<file path="config.mk">
export PLATFORM = sky130hd
export DESIGN_NAME = gdp_pipe
export DESIGN_NICKNAME = d
export VERILOG_FILES = /design/src/hw/rtl/assert_macros.svh /design/src/hw/rtl/gdp_pkg.sv /design/src/hw/rtl/gdp_pipe.sv
export SDC_FILE = /design/constraint.sdc
export NUM_CORES = 1
export LEC_CHECK = 0
export BUFFER_PORTS_ARGS = -buffer_cell sky130_fd_sc_hd__clkbuf_2
export CAP_MARGIN = 40
export CORE_AREA = 2 2 39 41
export DETAILED_ROUTE_END_ITERATION = 10
export DIE_AREA = 0 0 41 43
export SYNTH_ARGS = -nofsm -noshare
export SYNTH_HDL_FRONTEND = slang
export SYNTH_SLANG_ARGS = --single-unit
</file>
<file path="constraint.sdc">
create_clock -name clock -period 1.71 [get_ports clock]
set_input_delay 0 -clock clock [delete_from_list [all_inputs] [get_ports clock]]
set_output_delay 0 -clock clock [all_outputs]
set_load 0.1 [all_outputs]
</file>
<file path="src/hw/rtl/assert_macros.svh">
// ----------------------------------------------------------------------------
// assert_macros.svh
// Concurrent assertion shorthands used by the gradient pixel RTL.
// ----------------------------------------------------------------------------
`ifndef ASSERT_MACROS_SVH
`define ASSERT_MACROS_SVH

// same-cycle implication, off while reset is high
`define GDP_ASSERT_IMPL(lbl, clk, rst, ante, cons) \
   lbl: assert property (@(posedge clk) disable iff (rst) (ante) |-> (cons)) \
      else $error("gradient pixel: implication failed");

// next-cycle implication, off while reset is high
`define GDP_ASSERT_NEXT(lbl, clk, rst, ante, cons) \
   lbl: assert property (@(posedge clk) disable iff (rst) (ante) |=> (cons)) \
      else $error("gradient pixel: next-cycle check failed");

// state right after a reset cycle
`define GDP_ASSERT_RESET(lbl, clk, rst, cons) \
   lbl: assert property (@(posedge clk) (rst) |=> (cons)) \
      else $error("gradient pixel: reset check failed");

`endif

</file>
<file path="src/hw/rtl/gdp_pkg.sv">
// ----------------------------------------------------------------------------
// gdp_pkg
// Widths, pipeline layout, register codes and the Bayer table.
// ----------------------------------------------------------------------------
package gdp_pkg;

   localparam int CHAN_W   = 16;
   localparam int NUM_CHAN = 4;
   localparam int COORD_W  = 12;
   localparam int BYTE_W   = 8;
   localparam int LEN_W    = 13;

   // |end-start| * pos, and the quotient kept up to the point where it saturates
   localparam int PROD_W = CHAN_W + COORD_W;
   localparam int QUO_W  = CHAN_W + 1;
   localparam int HEAD_W = PROD_W - QUO_W;
   localparam int SUM_W  = QUO_W + 2;

   localparam int DIV_STEPS  = 3;
   localparam int DIV_STAGES = (QUO_W + DIV_STEPS - 1) / DIV_STEPS;

   localparam int ST_FRONT    = 0;
   localparam int ST_MUL      = 1;
   localparam int ST_DIV0     = 2;
   localparam int ST_OUT      = ST_DIV0 + DIV_STAGES;
   localparam int PIPE_STAGES = ST_OUT + 1;

   localparam logic [CHAN_W-1:0] CHAN_MAX = 16'hFF00;

   localparam int CSR_IDX_W  = 2;
   localparam int CSR_DATA_W = 64;

   typedef enum logic [CSR_IDX_W-1:0] {
      CSR_START_COLOR = 2'd0,
      CSR_END_COLOR   = 2'd1,
      CSR_VERTICAL    = 2'd2,
      CSR_LENGTH      = 2'd3
   } csr_index_type;

   localparam int DITHER_DIM = 8;
   localparam int BAYER_W    = 6;

   typedef logic [BAYER_W-1:0] bayer_type;

   localparam bayer_type BAYER_TAB [DITHER_DIM*DITHER_DIM] = '{
      6'd0,  6'd48, 6'd12, 6'd60, 6'd3,  6'd51, 6'd15, 6'd63,
      6'd32, 6'd16, 6'd44, 6'd28, 6'd35, 6'd19, 6'd47, 6'd31,
      6'd8,  6'd56, 6'd4,  6'd52, 6'd11, 6'd59, 6'd7,  6'd55,
      6'd40, 6'd24, 6'd36, 6'd20, 6'd43, 6'd27, 6'd39, 6'd23,
      6'd2,  6'd50, 6'd14, 6'd62, 6'd1,  6'd49, 6'd13, 6'd61,
      6'd34, 6'd18, 6'd46, 6'd30, 6'd33, 6'd17, 6'd45, 6'd29,
      6'd10, 6'd58, 6'd6,  6'd54, 6'd9,  6'd57, 6'd5,  6'd53,
      6'd42, 6'd26, 6'd38, 6'd22, 6'd41, 6'd25, 6'd37, 6'd21
   };

   typedef struct packed {
      logic [NUM_CHAN*CHAN_W-1:0] start_color;
      logic [NUM_CHAN*CHAN_W-1:0] end_color;
      logic                       vertical;
      logic                       flat;
   } cfg_type;

   typedef struct packed {
      logic [PIPE_STAGES-1:0] load;
      logic [PIPE_STAGES-1:0] valid;
   } pipe_ctl_type;

endpackage

</file>
<file path="src/hw/rtl/gdp_pipe.sv">
// ----------------------------------------------------------------------------
// gdp_pipe
// Valid bits and per-stage load enables of the pixel pipeline.
// ----------------------------------------------------------------------------
module gdp_pipe (
   input  logic                  clock,
   input  logic                  reset,
   input  logic                  in_valid,
   input  logic                  out_ready,
   output gdp_pkg::pipe_ctl_type ctl
);

   localparam int N = gdp_pkg::PIPE_STAGES;

   logic [N-1:0] vld_ff, vld_in;
   logic [N-1:0] adv;

   // a stage takes a new beat when it is empty or its beat moves on
   always_comb begin
      adv[N-1] = !vld_ff[N-1] || out_ready;
      for (int i = N - 2; i >= 0; i--) begin
         adv[i] = !vld_ff[i] || adv[i+1];
      end
   end

   always_comb begin
      vld_in[0] = adv[0] ? in_valid : vld_ff[0];
      for (int i = 1; i < N; i++) begin
         vld_in[i] = adv[i] ? vld_ff[i-1] : vld_ff[i];
      end
   end

   always_ff @(posedge clock) begin
      if (reset) begin
         vld_ff <= '0;
      end else begin
         vld_ff <= vld_in;
      end
   end

   assign ctl.load  = adv;
   assign ctl.valid = vld_ff;

endmodule

</file>
Yosys cells after proc, flatten, opt, wreduce, memory -nomap -nowiden
Cells that the tools add are included.
{ "classes": {"reduce_logical": 18} }
{ "op_table": {"columns": ["cell", "n"], "rows": [
  ["1-bit logical NOT", 9],
  ["1-bit logical OR", 9]
]} }
{ "totals": {"output_inout_bits": 18, "ff_bits": 9, "inputBits": 4, "word_cells": 27} }

Logic depth before layout (Yosys ltp)
Gate-level depths: netlist (run 1).
{ "logic_depth": {"word_depth": 10, "ltp_mapped": 4, "mapped_depth_nobuf": 3} }

Worst setup path after synthesis (run 1)
Ideal clock, no wire load.
{ "synth_timing": {"kind": "reg2reg", "start": "register vld_ff[7]", "end": "register vld_ff[4]", "t_arrival_ps": 2493, "path_buffers": 1, "setup_ps": 92, "period_less_slack_ps": 2585, "path_slack_ps": -875, "path_stages_with_launch": 5, "required_ps": 1618, "cell_sequence": "dfxtp_1 -> and3b_1 -> buf_6 -> nand3_1 -> a21oi_1"} }
{ "synth_lines": {"columns": ["element", "line", "rtl"], "rows": [
  ["start: declaration", "gdp_pipe.sv:15", "logic [N-1:0] vld_ff, vld_in;"],
  ["start signal: assignment", "gdp_pipe.sv:37", "vld_ff <= vld_in;"]
]} }

==> key figures, run 1 <==
Run status
  • Status: finished clean

Floorplan
  • Die area: 1763 sq um
  • Die Wd: 41 um
  • Initial Util: 0.2794
  • Placeable Area: 1384 sq um
  • Ports: 22
  • Row cnt: 14
  • Vert. Die Dim: 43 um

Finish
  • Top reg by flops: vld_ff
  • P&R area growth vs syn: 55.66%
  • NumNets Final: 71
  • Final Util: 0.4349
  • Max reg flops: 9
  • Largest registers: vld_ff x9
  • Non-Filler Cell Area, Final: 601.8 sq um
  • Fill count: 147
  • ANT cells: 0
  • Layout cell share with drive strength beyond 1: 0.5909

Timing
  • Final Cycle Share: 0.9360
  • Final hold vios: 0
  • Worst hold slack: 44.12 ps
  • Slew Limit Fails: 0
  • Skew final: 3.952 ps
  • Min Clock Period, post-route: 1601 ps
  • Maximum clock rate: 0.6248 GHz
  • Setup TNS: 0 ps
  • Slew at the pin closest to its max-slew limit: 546.2 ps
  • Max-slew headroom: 0.6374
  • Unrepaired setup endpoints after global routing: no
  • Final setup fails: 0

Critical path
  • Crit-path max cell delay: 400 ps
  • Kind of critical path: flop to output port
  • Max FO, Critical Path: 6
  • Buffer and inverter count on the worst path: 1
  • Crit-path cells: and2_1, nand3_4, or2_4, buf_12
  • CP top delay family: simple AND/OR/NAND/NOR gates
  • CP max-delay cell: and2_1
  • CP Launch Type: flop
  • WP data required: 1710 ps
  • Crit path DAT: 1600 ps
  • Worst setup EP type: output port

Drt
  • DR WL/cell: 9.732 um
  • 1st-iter DRT viols: 2
  • Drt drc: 0
  • Vias: 345
  • ANT nets after route: 0
  • Drt pass-1 iters: 3
  • Total Wirelength: 798 um
  • Vias/cell: 4.207

Min path
  • Hold Crit Class: input port to flop

Clock tree
  • Post-CTS setup buffer count: 0
  • TritonCTS clock tree: done
  • Clk_lat worst skew: 250 ps
  • Longest Clk Path Bufs: 2
  • Num CTS Buffers: 3
  • Reg clk slew, reported paths: 60 ps
  • H-Tree Depth: 1
  • CTS Root Cell: clkbuf_4
  • Clock sinks: 9

GRT
  • Initial antenna violation count: 0
  • GRT Overall Usage: 0.1123
  • Grt ovf: 0
  • First-pass GRT wire length: 1324 um
  • Largest net degree at the start of global routing: 11
  • Vias in the first global route: 300

Synth
  • Synthesized instance count: 43
  • Yosys reg bits: 9
  • Library cells used by synthesis: 17
  • Synthesized area: 386.6 sq um
  • YS warnings: 0
  • Syn_area_per_cell: 8.991 sq um
  • Sequential-to-total area share from yosys stat: 0.4660
  • Net Count, Synth: 47

Pwr
  • Peak VDD IR: 0.0003686 V
  • Leak: 0.0002686 uW
  • Pwr dens: 687.3 nW/um^2
  • Pwr Total: 413.7 uW

Placement
  • Dpl cell area: 564.3 sq um
  • GP Congestion: 0.6719
  • PortBufs: 21

Flow run
  • Max-Cap Viols: 0
-- layout by cell type, fill, tap and decap left out, types with 2 or more instances in the layout --
master,synthesis,layout
inv_1,6,6
nand2b_1,2,2
nand3_4,1,2
clkbuf_4,0,3
nor2_1,4,4
a21oi_1,7,7
nand4_4,0,2
dfxtp_4,0,7
nand2_1,3,3
clkbuf_2,0,20
-- synthesized netlist by cell type --
master	number	area, sq um
a21oi_1	7	35.03
and2_1	1	6.260
and3_1	1	6.260
and3b_1	1	8.760
buf_4	1	7.510
buf_6	1	11.26
clkbuf_1	1	3.750
dfxtp_1	9	180.2
inv_1	6	22.52
nand2_1	3	11.26
nand2b_1	2	12.51
nand3_1	1	5.000
nand3_4	1	17.52
nand4_2	2	25.02
nor2_1	4	15.01
o31ai_2	1	12.51
or2_1	1	6.260
-- stage by stage --
step | std cells | setup WS (ps)
2_1_floorplan | 43 | 22.53
3_3_place_gp | 77 | 256.5
3_5_place_dp | 77 | 233.0
4_1_cts | 82 | 91.33
5_1_grt | 82 | 20.20
6_report | 82 | 109.4
-- layer usage --
metal,routed length (um),global-route usage,vias to the layer above
li1,-,-,184
met1,370,0.1506,144
met2,350,0.1375,15
met3,62,0.04712,2
met4,14,0.08000,0
met5,0,0,-
-- worst register-to-register path, stage by stage (launching register included) --
cell     delay (ps)
dfxtp_4         360
and2_1          400
nand3_4         140
o31ai_2         220
-- logic make-up after synthesis --
group                  after synthesis  share of synthesized area
AOI/OAI and AO/OA                    8                     0.1230
buffers and inverters                9                     0.1165
DFF                                  9                     0.4660
and+or+nand+nor                     17                     0.2945
-- power breakdown --
group,switching [uW],internal [uW],total [uW]
registers,3.83,204,207
clock network,71.5,89.8,161
logic,35.4,9.53,44.9
total,111,303,414
-- cell type report --
| type | instances | area (sq um) | share of cell area |
|---|---|---|---|
| multi-input cells | 25 | 195.2 | 0.3243 |
| inverters | 6 | 22.52 | 0.03742 |
| repair buffers | 22 | 130.1 | 0.2162 |
| flip-flops and latches | 9 | 207.7 | 0.3451 |
| well taps | 16 | 20.02 | 0.03326 |
| clock buffers | 4 | 26.28 | 0.04366 |
-- worst paths after layout --
kind | slack [ps] | from | cells after the start | to
hold / removal | 40 | out_ready | 3 | vld_ff[8]$_SDFFE_PP0P_
setup / recovery | 110 | vld_ff[6]$_SDFFE_PP0P_ | 4 | ctl[9]
setup reg to reg | 520 | vld_ff[6]$_SDFFE_PP0P_ | 3 | vld_ff[0]$_SDFFE_PP0P_
hold reg to reg | 450 | vld_ff[0]$_SDFFE_PP0P_ | 2 | vld_ff[1]$_SDFFE_PP0P_
-- what timing repair did --
action / CTS / global route
endpoints found under the setup margin: 1 / 0
hold buffers: 1 / 0
resized for setup: 1 / 0
hold endpoints to repair: 1 / 0
(Power assumes the default switching activity.)
==> run 2, diff against run 1 <==
--- a/config.mk
+++ b/config.mk
@@ -5,6 +5,7 @@
 export SDC_FILE = /design/constraint.sdc
 export NUM_CORES = 1
 export LEC_CHECK = 0
+export ABC_AREA = 1
 export BUFFER_PORTS_ARGS = -buffer_cell sky130_fd_sc_hd__clkbuf_2
 export CAP_MARGIN = 40
 export CORE_AREA = 2 2 39 41
==> run 2 against run 1 <==
Critical path depth rose by 2. Sequential power rose by 4%. Clock power increased by 4%. Clock skew is 0.70 ps higher. Synthesized area shrank 6.5%. Utilization shrank 3.1 points. Via count unchanged. First-iteration DRC count stayed put. Critical endpoint unchanged. Largest power group unchanged.
==> key figures, run 2 <==
Run status
  • Status: finished clean (unchanged)

Synth
  • Largest family of logic cells by synthesized area: simple AND/OR/NAND/NOR gates (unchanged)
  • YS warnings: 0 (unchanged)
  • Top post-synthesis cells by count: inv_1, dfxtp_1, a21oi_1 (was dfxtp_1, a21oi_1, inv_1)
  • Simple-gate share of the synthesized area: 0.2457 (was 0.2945)
  • Async S/R FF share, synth: 0 (unchanged)
  • Synthesized area: 361.6 sq um (was 386.6 sq um)
  • Top-area cell type share of the netlist area: 0.4983 (was 0.4660)
  • Primary FF master, synth: dfxtp_1 (unchanged)
  • Most frequent cell after synthesis: inv_1 (was dfxtp_1)
  • Mux share of post-synthesis cell area: 0 (unchanged)
  • Yosys top cell by area: dfxtp_1 (unchanged)
  • Yosys reg bits: 9 (unchanged)
  • Post-synth EDFFs: 0 (unchanged)
  • Synthesized instance count: 41 (was 43)
  • Post-synthesis compound-gate area fraction: 0.1211 (was 0.1230)
  • Syn_area_per_cell: 8.819 sq um (was 8.991 sq um)
  • Top post-synthesis cells by area: dfxtp_1, inv_1, a21oi_1, nor2_4, nand4_4 (was dfxtp_1, a21oi_1, nand4_2, inv_1, nand3_4)
  • Sequential-to-total area share from yosys stat: 0.4983 (was 0.4660)
  • Post-Synth XOR/XNOR Area: 0 (unchanged)
  • Net Count, Synth: 45 (was 47)
  • Post-Synth Adder-Cell Area: 0 (unchanged)
  • Library cells used by synthesis: 12 (was 17)

Critical path
  • WP data required: 1710 ps (about the same)
  • Max FO, Critical Path: 3 (was 6)
  • Kind of critical path: flop to output port (unchanged)
  • Crit-path cells: nand3_4, nor2_4, nand4_4, nor2_4, nand3_4, clkbuf_2 (was and2_1, nand3_4, or2_4, buf_12)
  • CP Launch Type: flop (unchanged)
  • Crit path DAT: 1590 ps (was 1600 ps)
  • Worst setup EP type: output port (unchanged)
  • CP max-delay cell: clkbuf_2 (was and2_1)
  • Crit-path max cell delay: 380 ps (was 400 ps)

Finish
  • Top reg by flops: vld_ff (unchanged)
  • ANT cells: 0 (unchanged)
  • Commonest non-fill, non-tap cell in the layout: clkbuf_2 (unchanged)
  • Largest registers: vld_ff x9 (unchanged)
  • Non-Filler Cell Area, Final: 559.3 sq um (was 601.8 sq um)
  • NumNets Final: 71 (unchanged)
  • P&R area growth vs syn: 54.67% (was 55.66%)
  • Max reg flops: 9 (unchanged)
  • Final Util: 0.4042 (was 0.4349)
  • Most frequent cells in the layout: clkbuf_2, inv_1, a21oi_1 (was clkbuf_2, a21oi_1, dfxtp_4)
  • Layout cell share with drive strength beyond 1: 0.6061 (was 0.5909)
  • Fill count: 150 (was 147)
  • Non-Filler Instances: 82 (unchanged)

Pwr
  • Pwr dens: 763.8 nW/um^2 (was 687.3 nW/um^2)
  • Peak VDD IR: 0.0002423 V (was 0.0003686 V)
  • Leak: 0.0002495 uW (was 0.0002686 uW)

Floorplan
  • Ports: 22 (unchanged)
  • Vert. Die Dim: 43 um (unchanged)
  • Die area: 1763 sq um (unchanged)
  • Row cnt: 14 (unchanged)
  • Placeable Area: 1384 sq um (unchanged)
  • Initial Util: 0.2613 (was 0.2794)
  • Die Wd: 41 um (unchanged)

Timing
  • Min Clock Period, post-route: 1593 ps (was 1601 ps)
  • Skew final: 4.656 ps (was 3.952 ps)
  • Final Cycle Share: 0.9314 (was 0.9360)
  • Max-slew headroom: 0.6356 (was 0.6374)
  • Maximum clock rate: 0.6279 GHz (was 0.6248 GHz)
  • Slew Limit Fails: 0 (unchanged)
  • Final hold vios: 0 (unchanged)
  • Slew at the pin closest to its max-slew limit: 548.9 ps (was 546.2 ps)
  • Unrepaired setup endpoints after global routing: no (unchanged)
  • Final setup fails: 0 (unchanged)

Placement
  • Cells after DPL: 77 (unchanged)
  • PortBufs: 21 (unchanged)
  • GP Congestion: 0.7309 (was 0.6719)
  • Post-DP HPWL: 587 um
  • Dpl cell area: 523.0 sq um (was 564.3 sq um)

Drt
  • Drt drc: 0 (unchanged)
  • Vias/cell: 4.207 (unchanged)
  • ANT nets after route: 0 (unchanged)
  • DR WL/cell: 9.012 um (was 9.732 um)
  • Vias: 345 (unchanged)
  • 1st-iter DRT viols: 2 (unchanged)
  • Total Wirelength: 739 um (was 798 um)
  • Drt pass-1 iters: 2 (was 3)

Clock tree
  • TritonCTS clock tree: done (unchanged)
  • Num CTS Buffers: 3 (unchanged)
  • H-Tree Depth: 1 (unchanged)
  • Reg clk slew, reported paths: 60 ps (about the same)
  • Post-CTS setup buffer count: 0 (unchanged)
  • Clk_lat worst skew: 260 ps (was 250 ps)
  • Clock sinks: 9 (unchanged)
  • Longest Clk Path Bufs: 2 (unchanged)
  • CTS Root Cell: clkbuf_4 (unchanged)

GRT
  • Largest net degree at the start of global routing: 10 (was 11)
  • Vias in the first global route: 288 (was 300)
  • Initial antenna violation count: 0 (unchanged)
  • Grt ovf: 0 (unchanged)
  • First-pass GRT wire length: 1159 um (was 1324 um)
  • GRT Overall Usage: 0.1118 (was 0.1123)

Flow run
  • Max-Cap Viols: 0 (unchanged)

Min path
  • Hold Crit Class: input port to flop (unchanged)
[run 2: cells by family (layout without fill, tap and decap cells)]
kind of cell,count (synthesis),in the layout
simple gates,11,11
buf+inv,13,38
flops,9,9
compound gates,8,8
[run 2: critical path: cells and delay by family, from the launching register on]
family	cells	cell delay, ps
and+or+nand+nor	5	590
DFF	1	360
buffers and inverters	1	380
[run 2: metal layers]
| metal | track usage | up-vias | routed length [um] | share of wire |
|---|---|---|---|---|
| li1 | - | 172 | - | - |
| met1 | 0.1136 | 155 | 284 | 0.38 |
| met2 | 0.1344 | 14 | 356 | 0.48 |
| met3 | 0.03141 | 4 | 49 | 0.066 |
| met4 | 0.1800 | 0 | 48 | 0.065 |
| met5 | 0 | - | 0 | 0 |
[run 2: worst paths after layout]
path                          start                     end  slack, ps  depth (start not counted)
max          vld_ff[7]$_SDFFE_PP0P_                  ctl[9]        120                          6
max reg2reg  vld_ff[7]$_SDFFE_PP0P_  vld_ff[2]$_SDFFE_PP0P_        550                          6
min                           reset  vld_ff[0]$_SDFFE_PP0P_         30                          2
min reg2reg  vld_ff[3]$_SDFFE_PP0P_  vld_ff[4]$_SDFFE_PP0P_        500                          2
[run 2: metrics by stage]
stage	worst slack, ps	hold slack, ps	TNS (ps)	total power, uW
2_1_floorplan	-925.8	144.3	-5095	255.5
3_3_place_gp	376.3	235.3	0	263.5
3_5_place_dp	372.5	235.9	0	263.8
4_1_cts	73.55	16.38	0	437.5
5_1_grt	6.056	35.60	0	447.3
6_report	117.3	27.46	0	427.2
[run 2: cell type report]
cell class	count	area [sq um]	share of cell area
inverter	12	48.80	0.08725
clock buffer	4	26.28	0.04698
multi-input combinational	19	157.7	0.2819
sequential	9	191.4	0.3423
timing repair buffer	22	115.1	0.2058
tap	16	20.02	0.03579
[run 2: report_power, final]
group	internal (uW)	leakage, uW	switching [uW]
clock	90.1	0.0000150	76.7
sequential	210	0.0000762	4.69
combinational	8.64	0.000158	36.7
[run 2: timing repair]
action	4_1_cts	5_1_grt
hold buffers	1	0
endpoints found under the setup margin	0	1
resized for setup	0	1
endpoints found under the hold margin	1	0
