## config.mk

```make
export PLATFORM = sky130hd
export DESIGN_NAME = gdp_csr_flat
export DESIGN_NICKNAME = d
export VERILOG_FILES = /design/src/hw/rtl/assert_macros.svh /design/src/hw/rtl/gdp_pkg.sv /design/src/hw/rtl/gdp_if.sv /design/src/hw/rtl/gdp_csr.sv /design/src/flat_wrapper.sv
export SDC_FILE = /design/constraint.sdc
export NUM_CORES = 1
export LEC_CHECK = 0
export ABC_AREA = 1
export CAP_MARGIN = 20
export CORE_ASPECT_RATIO = 0.7
export CORE_MARGIN = 1.5
export CORE_UTILIZATION = 55
export CTS_BUF_LIST = sky130_fd_sc_hd__clkbuf_4
export DETAILED_ROUTE_END_ITERATION = 8
export DONT_BUFFER_PORTS = 1
export PLACE_DENSITY_LB_ADDON = 0.2
export SYNTH_ARGS = -nofsm -noshare
export SYNTH_HDL_FRONTEND = slang
export SYNTH_SLANG_ARGS = --single-unit
```

## constraint.sdc

```tcl
create_clock -name clock -period 4.5 [get_ports clock]
set_clock_uncertainty 0.05 [all_clocks]
set_input_delay 0.225 -clock clock [delete_from_list [all_inputs] [get_ports clock]]
set_output_delay 0.225 -clock clock [all_outputs]
set_load 0.02 [all_outputs]
```

## src/hw/rtl/assert_macros.svh

```systemverilog
// ----------------------------------------------------------------------------
// assert_macros.svh
// Concurrent assertion shorthands used by the gradient pixel RTL.
// ----------------------------------------------------------------------------
`ifndef ASSERT_MACROS_SVH
`define ASSERT_MACROS_SVH

// same-cycle implication, off while reset is high
`define GDP_ASSERT_IMPL(lbl, clk, rst, ante, cons) \
   lbl: assert property (@(posedge clk) disable iff (rst) (ante) |-> (cons)) \
      else $error("gradient pixel: implication failed");

// next-cycle implication, off while reset is high
`define GDP_ASSERT_NEXT(lbl, clk, rst, ante, cons) \
   lbl: assert property (@(posedge clk) disable iff (rst) (ante) |=> (cons)) \
      else $error("gradient pixel: next-cycle check failed");

// state right after a reset cycle
`define GDP_ASSERT_RESET(lbl, clk, rst, cons) \
   lbl: assert property (@(posedge clk) (rst) |=> (cons)) \
      else $error("gradient pixel: reset check failed");

`endif

```

## src/hw/rtl/gdp_pkg.sv

```systemverilog
// ----------------------------------------------------------------------------
// gdp_pkg
// Widths, pipeline layout, register codes and the Bayer table.
// ----------------------------------------------------------------------------
package gdp_pkg;

   localparam int CHAN_W   = 16;
   localparam int NUM_CHAN = 4;
   localparam int COORD_W  = 12;
   localparam int BYTE_W   = 8;
   localparam int LEN_W    = 13;

   // |end-start| * pos, and the quotient kept up to the point where it saturates
   localparam int PROD_W = CHAN_W + COORD_W;
   localparam int QUO_W  = CHAN_W + 1;
   localparam int HEAD_W = PROD_W - QUO_W;
   localparam int SUM_W  = QUO_W + 2;

   localparam int DIV_STEPS  = 3;
   localparam int DIV_STAGES = (QUO_W + DIV_STEPS - 1) / DIV_STEPS;

   localparam int ST_FRONT    = 0;
   localparam int ST_MUL      = 1;
   localparam int ST_DIV0     = 2;
   localparam int ST_OUT      = ST_DIV0 + DIV_STAGES;
   localparam int PIPE_STAGES = ST_OUT + 1;

   localparam logic [CHAN_W-1:0] CHAN_MAX = 16'hFF00;

   localparam int CSR_IDX_W  = 2;
   localparam int CSR_DATA_W = 64;

   typedef enum logic [CSR_IDX_W-1:0] {
      CSR_START_COLOR = 2'd0,
      CSR_END_COLOR   = 2'd1,
      CSR_VERTICAL    = 2'd2,
      CSR_LENGTH      = 2'd3
   } csr_index_type;

   localparam int DITHER_DIM = 8;
   localparam int BAYER_W    = 6;

   typedef logic [BAYER_W-1:0] bayer_type;

   localparam bayer_type BAYER_TAB [DITHER_DIM*DITHER_DIM] = '{
      6'd0,  6'd48, 6'd12, 6'd60, 6'd3,  6'd51, 6'd15, 6'd63,
      6'd32, 6'd16, 6'd44, 6'd28, 6'd35, 6'd19, 6'd47, 6'd31,
      6'd8,  6'd56, 6'd4,  6'd52, 6'd11, 6'd59, 6'd7,  6'd55,
      6'd40, 6'd24, 6'd36, 6'd20, 6'd43, 6'd27, 6'd39, 6'd23,
      6'd2,  6'd50, 6'd14, 6'd62, 6'd1,  6'd49, 6'd13, 6'd61,
      6'd34, 6'd18, 6'd46, 6'd30, 6'd33, 6'd17, 6'd45, 6'd29,
      6'd10, 6'd58, 6'd6,  6'd54, 6'd9,  6'd57, 6'd5,  6'd53,
      6'd42, 6'd26, 6'd38, 6'd22, 6'd41, 6'd25, 6'd37, 6'd21
   };

   typedef struct packed {
      logic [NUM_CHAN*CHAN_W-1:0] start_color;
      logic [NUM_CHAN*CHAN_W-1:0] end_color;
      logic                       vertical;
      logic                       flat;
   } cfg_type;

   typedef struct packed {
      logic [PIPE_STAGES-1:0] load;
      logic [PIPE_STAGES-1:0] valid;
   } pipe_ctl_type;

endpackage

```

## src/hw/rtl/gdp_if.sv

```systemverilog


interface gdp_csr_if;
   logic                            valid;
   logic                            ready;
   logic [gdp_pkg::CSR_IDX_W-1:0]   index;
   logic [gdp_pkg::CSR_DATA_W-1:0]  data;

   modport source (output valid, index, data, input ready);
   modport sink   (input valid, index, data, output ready);
endinterface

```

## src/hw/rtl/gdp_csr.sv

```systemverilog
// ----------------------------------------------------------------------------
// gdp_csr
// Configuration registers and the divisor derived from the gradient length.
// ----------------------------------------------------------------------------
module gdp_csr #(
   parameter int MAX_LENGTH = 4096
) (
   input  logic                          clock,
   input  logic                          reset,
   gdp_csr_if.sink                       csr_if,
   output gdp_pkg::cfg_type              cfg,
   output logic [$clog2(MAX_LENGTH)-1:0] divisor
);

   localparam int DIV_W   = $clog2(MAX_LENGTH);
   localparam int MAXL_W  = $clog2(MAX_LENGTH + 1);
   localparam int SAT_W   = (gdp_pkg::LEN_W > MAXL_W) ? gdp_pkg::LEN_W : MAXL_W;
   localparam int COLOR_W = gdp_pkg::NUM_CHAN * gdp_pkg::CHAN_W;

   logic [COLOR_W-1:0]        start_ff, start_in;
   logic [COLOR_W-1:0]        end_ff, end_in;
   logic                      vert_ff, vert_in;
   logic [gdp_pkg::LEN_W-1:0] len_ff, len_in;
   logic                      flat_ff, flat_in;
   logic [DIV_W-1:0]          div_ff, div_in;
   logic [SAT_W-1:0]          len_wide, len_sat;

   assign csr_if.ready = 1'b1;

   always_comb begin
      start_in = start_ff;
      end_in   = end_ff;
      vert_in  = vert_ff;
      len_in   = len_ff;
      if (csr_if.valid) begin
         unique case (gdp_pkg::csr_index_type'(csr_if.index))
            gdp_pkg::CSR_START_COLOR: start_in = csr_if.data[COLOR_W-1:0];
            gdp_pkg::CSR_END_COLOR:   end_in   = csr_if.data[COLOR_W-1:0];
            gdp_pkg::CSR_VERTICAL:    vert_in  = csr_if.data[0];
            gdp_pkg::CSR_LENGTH:      len_in   = csr_if.data[gdp_pkg::LEN_W-1:0];
            default:                  len_in   = len_ff;
         endcase
      end
   end

   // saturate the length, then take length-1 as the divisor; a flat gradient keeps a dummy 1
   always_comb begin
      len_wide = SAT_W'(len_in);
      len_sat  = (len_wide > SAT_W'(MAX_LENGTH)) ? SAT_W'(MAX_LENGTH) : len_wide;
      flat_in  = (len_in <= gdp_pkg::LEN_W'(1));
      div_in   = flat_in ? DIV_W'(1) : DIV_W'(len_sat - SAT_W'(1));
   end

   always_ff @(posedge clock) begin
      if (reset) begin
         start_ff <= '0;
         end_ff   <= '0;
         vert_ff  <= 1'b1;
         len_ff   <= gdp_pkg::LEN_W'(1);
         flat_ff  <= 1'b1;
         div_ff   <= DIV_W'(1);
      end else begin
         start_ff <= start_in;
         end_ff   <= end_in;
         vert_ff  <= vert_in;
         len_ff   <= len_in;
         flat_ff  <= flat_in;
         div_ff   <= div_in;
      end
   end

   assign cfg.start_color = start_ff;
   assign cfg.end_color   = end_ff;
   assign cfg.vertical    = vert_ff;
   assign cfg.flat        = flat_ff;
   assign divisor         = div_ff;

endmodule

```

## src/flat_wrapper.sv

```systemverilog
// flat-port wrapper written by rule: the top's interface ports become plain ports
module gdp_csr_flat 
#(
   parameter int MAX_LENGTH = 4096
)
  (clock, reset, cfg, divisor, csr_if_valid, csr_if_index, csr_if_data, csr_if_ready);
  gdp_csr_if csr_if_i ();
  input  logic clock;
  input  logic reset;
  output gdp_pkg::cfg_type cfg;
  output logic [$clog2(MAX_LENGTH)-1:0] divisor;
  input wire logic [$bits(csr_if_i.valid)-1:0] csr_if_valid;
  input wire logic [$bits(csr_if_i.index)-1:0] csr_if_index;
  input wire logic [$bits(csr_if_i.data)-1:0] csr_if_data;
  output wire logic [$bits(csr_if_i.ready)-1:0] csr_if_ready;
  assign csr_if_i.valid = csr_if_valid;
  assign csr_if_i.index = csr_if_index;
  assign csr_if_i.data = csr_if_data;
  assign csr_if_ready = csr_if_i.ready;
  gdp_csr #(.MAX_LENGTH(MAX_LENGTH)) u_core (.clock(clock), .reset(reset), .csr_if(csr_if_i), .cfg(cfg), .divisor(divisor));
endmodule
```

# Word-level counts from Yosys, hierarchy flattened
# Cells that the tools add are included.
# word_totals
regBits,155
elab_cells,20
in_bits,69
# classes
n_eq_ne,3
mux,3
n_addsub,1
reduce_logical,5
magnitude_cmp,2
# ops
operator,count
$mux 13,2
$gt 13x13->1 const B,1
$le 13x1->1 const B,1
$mux 12,1
$sub 12x1->12 const B,1
$reduce_and 2->1,3
$eq 2x2->1 const B,2
$eq 2x1->1 const B,1
$logic_not 2->1,1
$reduce_or 2->1,1

# Depth between registers and ports, before layout
# Gate-level depths: netlist of run 1.
# depth
word_depth,6
depth_mapped,15

# Least setup slack after synthesis of run 1
# OpenSTA, ideal clock, no wires.
# synth_timing
path_type,input port to flip-flop
start,in csr_if_index[1]
end,reg u_core.div_ff[8] (netlist: u_core.divisor[8])
setup_ns,0.120
path_buffers,2
required_time_ns,4.330
stages,15
t_arrival_ns,1.716
setup_slack_ns,2.614
path_cell_list,buf_4 > nand4_1 > nand2_1 > nor2_1 > nand2_1 > nor2_2 > nand2_2 > nand2_4 > buf_4 > nand2_1 > ha_1 > nand2_1 > nor2_1 > nand3_1 > a21oi_1
# synth_between
elab_chain_cells,6
word_cells_on_any_way,8
classes_between,add/sub (1); order compare (2); eq/ne (1); mux (3); reduce/logical (1)
# synth_lines
item,line_no,text
start: declaration,flat_wrapper.sv:13,input wire logic [$bits(csr_if_i.index)-1:0] csr_if_index;
$eq 2x2->1 *,gdp_csr.sv:36,unique case (gdp_pkg::csr_index_type'(csr_if.index))
$mux 13 *,gdp_csr.sv:36,
$mux 13 *,gdp_csr.sv:35,if (csr_if.valid) begin
$gt 13x13->1,gdp_csr.sv:49,len_sat = (len_wide > SAT_W'(MAX_LENGTH)) ? SAT_W'(MAX_LENGTH) : len_wide;
$mux 12,gdp_csr.sv:49,
$sub 12x1->12,gdp_csr.sv:51,div_in = flat_in ? DIV_W'(1) : DIV_W'(len_sat - SAT_W'(1));
end signal: assignment,gdp_csr.sv:68,div_ff <= div_in;
end: declaration,gdp_csr.sv:25,"logic [DIV_W-1:0] div_ff, div_in;"
# Mark *: on every way between the ends. The rest lies on a longest branch, timed or not.
# A chain may end at the register's enable or synchronous reset.

# Worst setup path in the final report of run 1
# layout_timing
start,in csr_if_index[0]
end,reg u_core.div_ff[8] (netlist: u_core.divisor[8])
# Same word-level chain as after synthesis.

==> results of run 1 <==
[power breakdown]
part	internal [mW]	switching, mW
combinational	0.130	0.191
sequential	1.44	0.117
clock	0.448	0.477
total	2.02	0.785
[final cells by class]
cell class,instances,area [sq um],area share
Clock inverter,12,174,0.0240
Tap cell,132,165,0.0228
Inverter,29,109,0.0150
Sequential cell,155,3100,0.428
Multi-Input combinational cell,516,2370,0.327
Clock buffer,19,143,0.0197
Timing Repair Buffer,114,1180,0.163
[tightest hold or removal path: cells and delay by family]
kind | cells | cell delay, ps
simple gates | 2 | 310
compound gates | 1 | 50
[layout by cell type (no fill, tap or decap), types with 2 or more instances in the layout]
cell / n
buf_12: 3
clkbuf_4: 19
nand2_2: 7
o21bai_1: 2
clkinv_2: 2
o21ai_0: 68
nand3_1: 79
clkinvlp_4: 3
clkinv_4: 2
dfxtp_1: 155
inv_1: 26
buf_4: 2
inv_2: 3
a21oi_1: 83
nand2_1: 108
o21ai_1: 6
nand4_1: 12
o41ai_1: 3
dlygate4sd3_1: 108
nor2_1: 138
bufinv_16: 4
[routing by layer]
| layer | GRT usage | vias up | wire length, um |
|---|---|---|---|
| li1 | - | 2651 | - |
| met1 | 0.369 | 2589 | 7030 |
| met2 | 0.493 | 339 | 7770 |
| met3 | 0.119 | 29 | 2100 |
| met4 | 0.119 | 0 | 315 |
| met5 | 0 | - | 0 |
[state kept, by name, summed over array words and instances, names as in the netlist]
name and flops:
u_core.divisor 12, u_core.vert_ff 1, u_core.start_ff 64, u_core.len_ff 13, u_core.end_ff 64, u_core.flat_ff 1
[per-stage QoR]
stage                     hold WS, ps  power (mW)  utilization  instance area (sq um)  instances
final                            72.2        2.80        0.703                   7250        977
after global routing             40.5        2.91        0.703                   7250        977
after CTS                        16.1        2.80        0.699                   7210        975
after detailed placement          255        1.79        0.559                   5770        834
after global placement            252        1.78        0.559                   5770        834
after floorplan                   318        1.77            -                   5840        759
[repair_timing]
| action | CTS | global route |
|---|---|---|
| setup buffers | 0 | 0 |
| gates resized for setup | 0 | 0 |
| endpoints found under the setup margin | 0 | 0 |
| hold buffers | 110 | 0 |
| hold endpoints to repair | 142 | 0 |
[logic make-up (layout without fill, tap and decap cells)]
| logic type | count (synthesis) | in the layout |
|---|---|---|
| compound gates | 165 | 165 |
| fa+ha+maj | 1 | 1 |
| buf+inv | 88 | 174 |
| flops | 155 | 155 |
| other cells | 1 | 1 |
| simple gates | 349 | 349 |
[worst min path at each step]
stage / start / endpoint / slack (ps) / depth (start not counted)
floorplan: csr_if_data[0] / u_core.start_ff[0] / 320 / 2
global placement: reset / u_core.end_ff[34] / 250 / 1
detailed placement: reset / u_core.end_ff[34] / 250 / 1
CTS: csr_if_index[0] / u_core.divisor[11] / 20 / 4
global route: csr_if_index[0] / u_core.end_ff[59] / 40 / 3
finish: csr_if_index[0] / u_core.end_ff[55] / 70 / 3
==> parameters.txt, run 1 <==
Parameter                              Value

Floorplan
  Die X-Extent ... 126 um
  I/O pin count ... 212
  Die Span Y ... 89.2 um
  Initial core utilization ... 0.566
  Rows ... 31
  Area of the core ... 0.0103 sq mm
  Area enclosed by the die boundary ... 0.0113 sq mm

Logic synthesis
  Yosys cell types ... 27
  Commonest cells post-synth ... dfxtp_1, nor2_1, nand2_1, a21oi_1, nand3_1
  Adder-cell share of the synthesized area ... 0.00214
  Total standard cell area after synthesis ... 0.00584 sq mm
  Post-synth EDFFs ... 0
  Fraction of synthesized cell area taken by the top area cell type ... 0.531
  Prevailing post-synth register cell ... dfxtp_1
  Area share of xor/xnor cells in the synthesized design ... 0
  Most frequent cell after synthesis ... dfxtp_1
  Share of synthesized flip-flops with an asynchronous set or reset ... 0
  Top cells by area, synth ... dfxtp_1, nor2_1, a21oi_1, nand2_1, nand3_1
  Mean cell area of the mapped netlist ... 7.69 sq um
  Compound-cell area share of the yosys netlist ... 0.149
  Sequential cell area fraction in the yosys report ... 0.531
  Mapped Nets ... 829
  Count of state elements after synthesis ... 155
  Post-synthesis cell count ... 759
  Largest area contributor in the netlist ... dfxtp_1
  Dominant combinational cell family by area after synthesis ... simple AND/OR/NAND/NOR gates
  Multiplexer area fraction after synthesis ... 0
  Number of warnings issued by yosys ... 0
  Synthesized-area fraction occupied by and/or/nand/nor cells ... 0.253

Global routing
  Largest net degree at the start of global routing ... 78
  Wire length of the first global-routing pass ... 26600 um
  Total congestion overflow after global routing ... 0
  Number of global-route vias before repair ... 5328
  Initial antenna violation count ... 0
  Aggregate global-route resource usage ... 0.303

Worst setup path
  Largest driver fanout on the critical path ... 48
  Worst path cell trace ... dlygate4sd3_1, buf_12, nand4_1, dlygate4sd3_1, nand2_1, nand3_1, nor2_2, nand2_2, nand2_4, nand2_1, ha_1, nand2_1, nor2_1, nand3_1, a21oi_1
  Stages on the worst setup path ... 15
  Slack of the worst reg-to-reg path ... 2400 ps
  Total buffers and inverters traversed by the critical path ... 3
  Cell family contributing the most delay on the critical path ... buffers and inverters
  Source of the worst register-to-register timing path ... u_core.len_ff[7]
  Endpoint kind of the worst setup timing path ... flop
  Worst setup startpoint ... csr_if_index[0]
  Critical Path End ... u_core.divisor[8]
  Largest incremental delay on the critical path ... 590 ps
  Type of the setup path with the least slack ... in2reg
  Critical register-to-register path endpoint ... u_core.divisor[8]
  Master of the slowest instance on the critical path ... dlygate4sd3_1
  Critical path data required time ... 4840 ps
  Number of cell instances on the worst register-to-register path ... 13
  Most Frequent Cell on Critical Path ... nand2_1
  Type of origin of the critical path ... primary input
  Arrival time worst endpoint ... 3260 ps

CTS
  Clock Tree Root ... clkbuf_4
  CTS clk-pin slew, worst paths ... 130 ps
  Depth of the CTS H-tree ... 4
  Clock network latency to the later pin of the worst-skew pair ... 510 ps
  Deepest clock path buffer count ... 2
  CTS tree ... built
  Clock buffers created by TritonCTS ... 17
  Clk sinks ... 155

Final layout
  Total of fill cells in the finished design ... 790
  Fraction of final layout cells with drive strength greater than 1 ... 0.0615
  Final nets ... 903
  Area growth from synthesis to layout ... 24.2%
  Antenna fix cells ... 0

Route
  Total wirelength of the detailed-routed design ... 17200 um
  Routed wire length per instance ... 17.6 um
  Number of design-rule violations left by the first detailed-router iteration ... 500
  Number of detailed-routing iterations run before antenna repair ... 5
  Via total after detailed routing ... 5608
  Post-detailed-route count of antenna-violating nets ... 0
  DRC violation count after routing ... 0
  Vias per std cell ... 5.74

Power
  Static leakage ... 2.75 nW
  Cell area power density ... 386 mW/mm^2
  Maximum ir drop on the vdd rail ... 0.279 mV

Timing
  Slew @ Worst Pin ... 1070 ps
  Slew Limit Headroom ... 0.281
  Minimum setup slack in the final design ... 1580 ps
  Final setup fails ... 0
  Number of pins with negative max-slew slack in the final report ... 0
  Final period util ... 0.649
  RSZ-0062 raised after global routing ... false
  Fin crit period ... 2920 ps
  Number of hold violations in the final report ... 0
  Setup_tns ... 0 ps
  Maximum clock frequency ... 342 MHz

Place
  Half-perimeter wire length of the detailed placement result ... 9960 um
  Post-place setup slack ... 1910 ps
  Buffers added on ports ... 0
  Global placer's final weighted congestion ... 0.878

Status
  Run status ... complete, no violations

Flow run
  Max capacitance violation total ... 0

Min path
  Type of the tightest min-delay check ... in2reg
No activity file was read; power rests on OpenSTA's default activity.
==> run 2, diff against run 1 <==
==> constraint.sdc (replaced) <==
create_clock -name clock -period 2.75 [get_ports clock]
set_clock_uncertainty 0.05 [all_clocks]
set_input_delay 0.1375 -clock clock [delete_from_list [all_inputs] [get_ports clock]]
set_output_delay 0.1375 -clock clock [all_outputs]
set_load 0.02 [all_outputs]
==> run 2 against run 1 <==
Against the previous run: register-to-register slack worse by 1700 ps; final area is 5.6% higher; worst setup slack worse by 1500 ps; total power is 59% higher; final cell count is 4.7% higher; routed wire length is 7.2% higher; largest cell class unchanged; largest power group unchanged.
==> parameters.txt, run 2 (same netlist as run 1, synthesis figures left out) <==
Parameter                              Value

Status
  Run status ... complete, no violations

Worst setup path
  Largest incremental delay on the critical path ... 730 ps
  Number of cell instances on the worst register-to-register path ... 13
  Arrival time worst endpoint ... 3060 ps
  Largest driver fanout on the critical path ... 65
  Critical path data required time ... 3180 ps
  Type of the setup path with the least slack ... in2reg
  Type of origin of the critical path ... primary input
  Worst setup startpoint ... csr_if_index[1]
  Most Frequent Cell on Critical Path ... dlygate4sd3_1
  Master of the slowest instance on the critical path ... dlygate4sd3_1
  Total buffers and inverters traversed by the critical path ... 4
  Source of the worst register-to-register timing path ... u_core.len_ff[7]
  Endpoint kind of the worst setup timing path ... flop
  Cell family contributing the most delay on the critical path ... buffers and inverters
  Worst path cell trace ... dlygate4sd3_1, nor2_4, buf_6, nand3_1, dlygate4sd3_1, a21oi_1, dlygate4sd3_1
  Stages on the worst setup path ... 7

Timing
  Final setup fails ... 0
  Maximum clock frequency ... 380 MHz
  Number of pins with negative max-slew slack in the final report ... 0
  Number of hold violations in the final report ... 0
  RSZ-0062 raised after global routing ... false
  Final period util ... 0.958
  Minimum hold slack ... 64.5 ps
  Slew Limit Headroom ... 0.488
  Fin crit period ... 2630 ps
  Slew @ Worst Pin ... 767 ps
  Setup_tns ... 0 ps

Route
  Vias per std cell ... 5.71
  Routed wire length per instance ... 18.0 um
  Number of design-rule violations left by the first detailed-router iteration ... 371
  Post-detailed-route count of antenna-violating nets ... 0
  DRC violation count after routing ... 0
  Total wirelength of the detailed-routed design ... 18500 um
  Via total after detailed routing ... 5843
  Number of detailed-routing iterations run before antenna repair ... 6

CTS
  Clock buffers created by TritonCTS ... 17
  Depth of the CTS H-tree ... 4
  Clk sinks ... 155
  CTS clk-pin slew, worst paths ... 140 ps
  Clock Tree Root ... clkbuf_4
  Deepest clock path buffer count ... 2
  Clock network latency to the later pin of the worst-skew pair ... 500 ps
  Setup Buffers After CTS ... 0
  CTS tree ... built

Min path
  Startpoint of the worst hold path ... csr_if_index[1]
  Type of the tightest min-delay check ... in2reg
  Hold Path Depth ... 6

Final layout
  Most common library cell in the layout ignoring fill and taps ... dfxtp_1
  Area growth from synthesis to layout ... 31.2%
  Fraction of final layout cells with drive strength greater than 1 ... 0.0595
  Antenna fix cells ... 0
  Highest-count cells in the layout ignoring fill and taps ... dfxtp_1, dlygate4sd3_1, nor2_1, nand2_1, a21oi_1
  Leading registers by flop count ... u_core.end_ff (64), u_core.start_ff (64), u_core.len_ff (13)
  Final nets ... 948

Global routing
  Number of global-route vias before repair ... 5684
  Largest net degree at the start of global routing ... 78
  Wire length of the first global-routing pass ... 28000 um
  Aggregate global-route resource usage ... 0.317
  Total congestion overflow after global routing ... 0
  Initial antenna violation count ... 0

Power
  Maximum ir drop on the vdd rail ... 0.444 mV
  Static leakage ... 2.93 nW
  Cell area power density ... 581 mW/mm^2

Place
  Buffers added on ports ... 0
  Half-perimeter wire length of the detailed placement result ... 10300 um
  Global placer's final weighted congestion ... 0.939

Floorplan
  Area enclosed by the die boundary ... 0.0113 sq mm
  Rows ... 31
  Initial core utilization ... 0.566
  Area of the core ... 0.0103 sq mm
  I/O pin count ... 212
  Die Span Y ... 89.2 um
  Die X-Extent ... 126 um

Flow run
  Max capacitance violation total ... 0
run 2: area by class of cell:
class                      count  area (sq um)
sequential                   155          3100
timing repair buffer         159          1630
tap                          132           165
clock buffer                  19           143
clock inverter                13           128
fill                         740          2660
multi-input combinational    516          2380
inverter                      29           109
run 2: metal layers:
layer	part of all wire	routed length [um]	track usage
met1	0.40	7330	0.353
met2	0.47	8680	0.555
met3	0.11	2040	0.124
met4	0.022	414	0.136
met5	0	0	0
run 2: metrics by stage:
step           setup WS, ps  area, sq um   util  power, mW  cells
6_report                116         7660  0.743       4.45   1023
5_1_grt                49.5         7660  0.743       4.63   1023
4_1_cts                47.5         7620  0.738       4.42   1022
3_5_place_dp            662         5790  0.561       2.93    837
3_3_place_gp            749         5790  0.561       2.92    837
2_1_floorplan           951         5840      -       2.89    759
run 2: power breakdown:
| part | switching (mW) | total, mW | internal (mW) |
|---|---|---|---|
| logic | 0.325 | 0.561 | 0.236 |
| clock network | 0.795 | 1.34 | 0.548 |
| registers | 0.193 | 2.55 | 2.35 |
run 2: timing repair:
action	CTS	global route
hold buffers	153	0
gates resized for setup	0	4
endpoints found under the hold margin	151	0
setup endpoints to repair	0	28
run 2: worst paths after layout:
kind                                     endpoint  slack (ps)
worst max-delay path            u_core.end_ff[53]         120
worst min-delay path            u_core.divisor[4]          60
worst max register to register  u_core.divisor[6]         750
worst min register to register   u_core.len_ff[6]         460
run 2: worst min-delay path, stage by stage:
cell	delay, ps
nand4_1	100
nand2_2	100
nand2_1	100
inv_2	40
nand2_1	60
a21oi_1	50
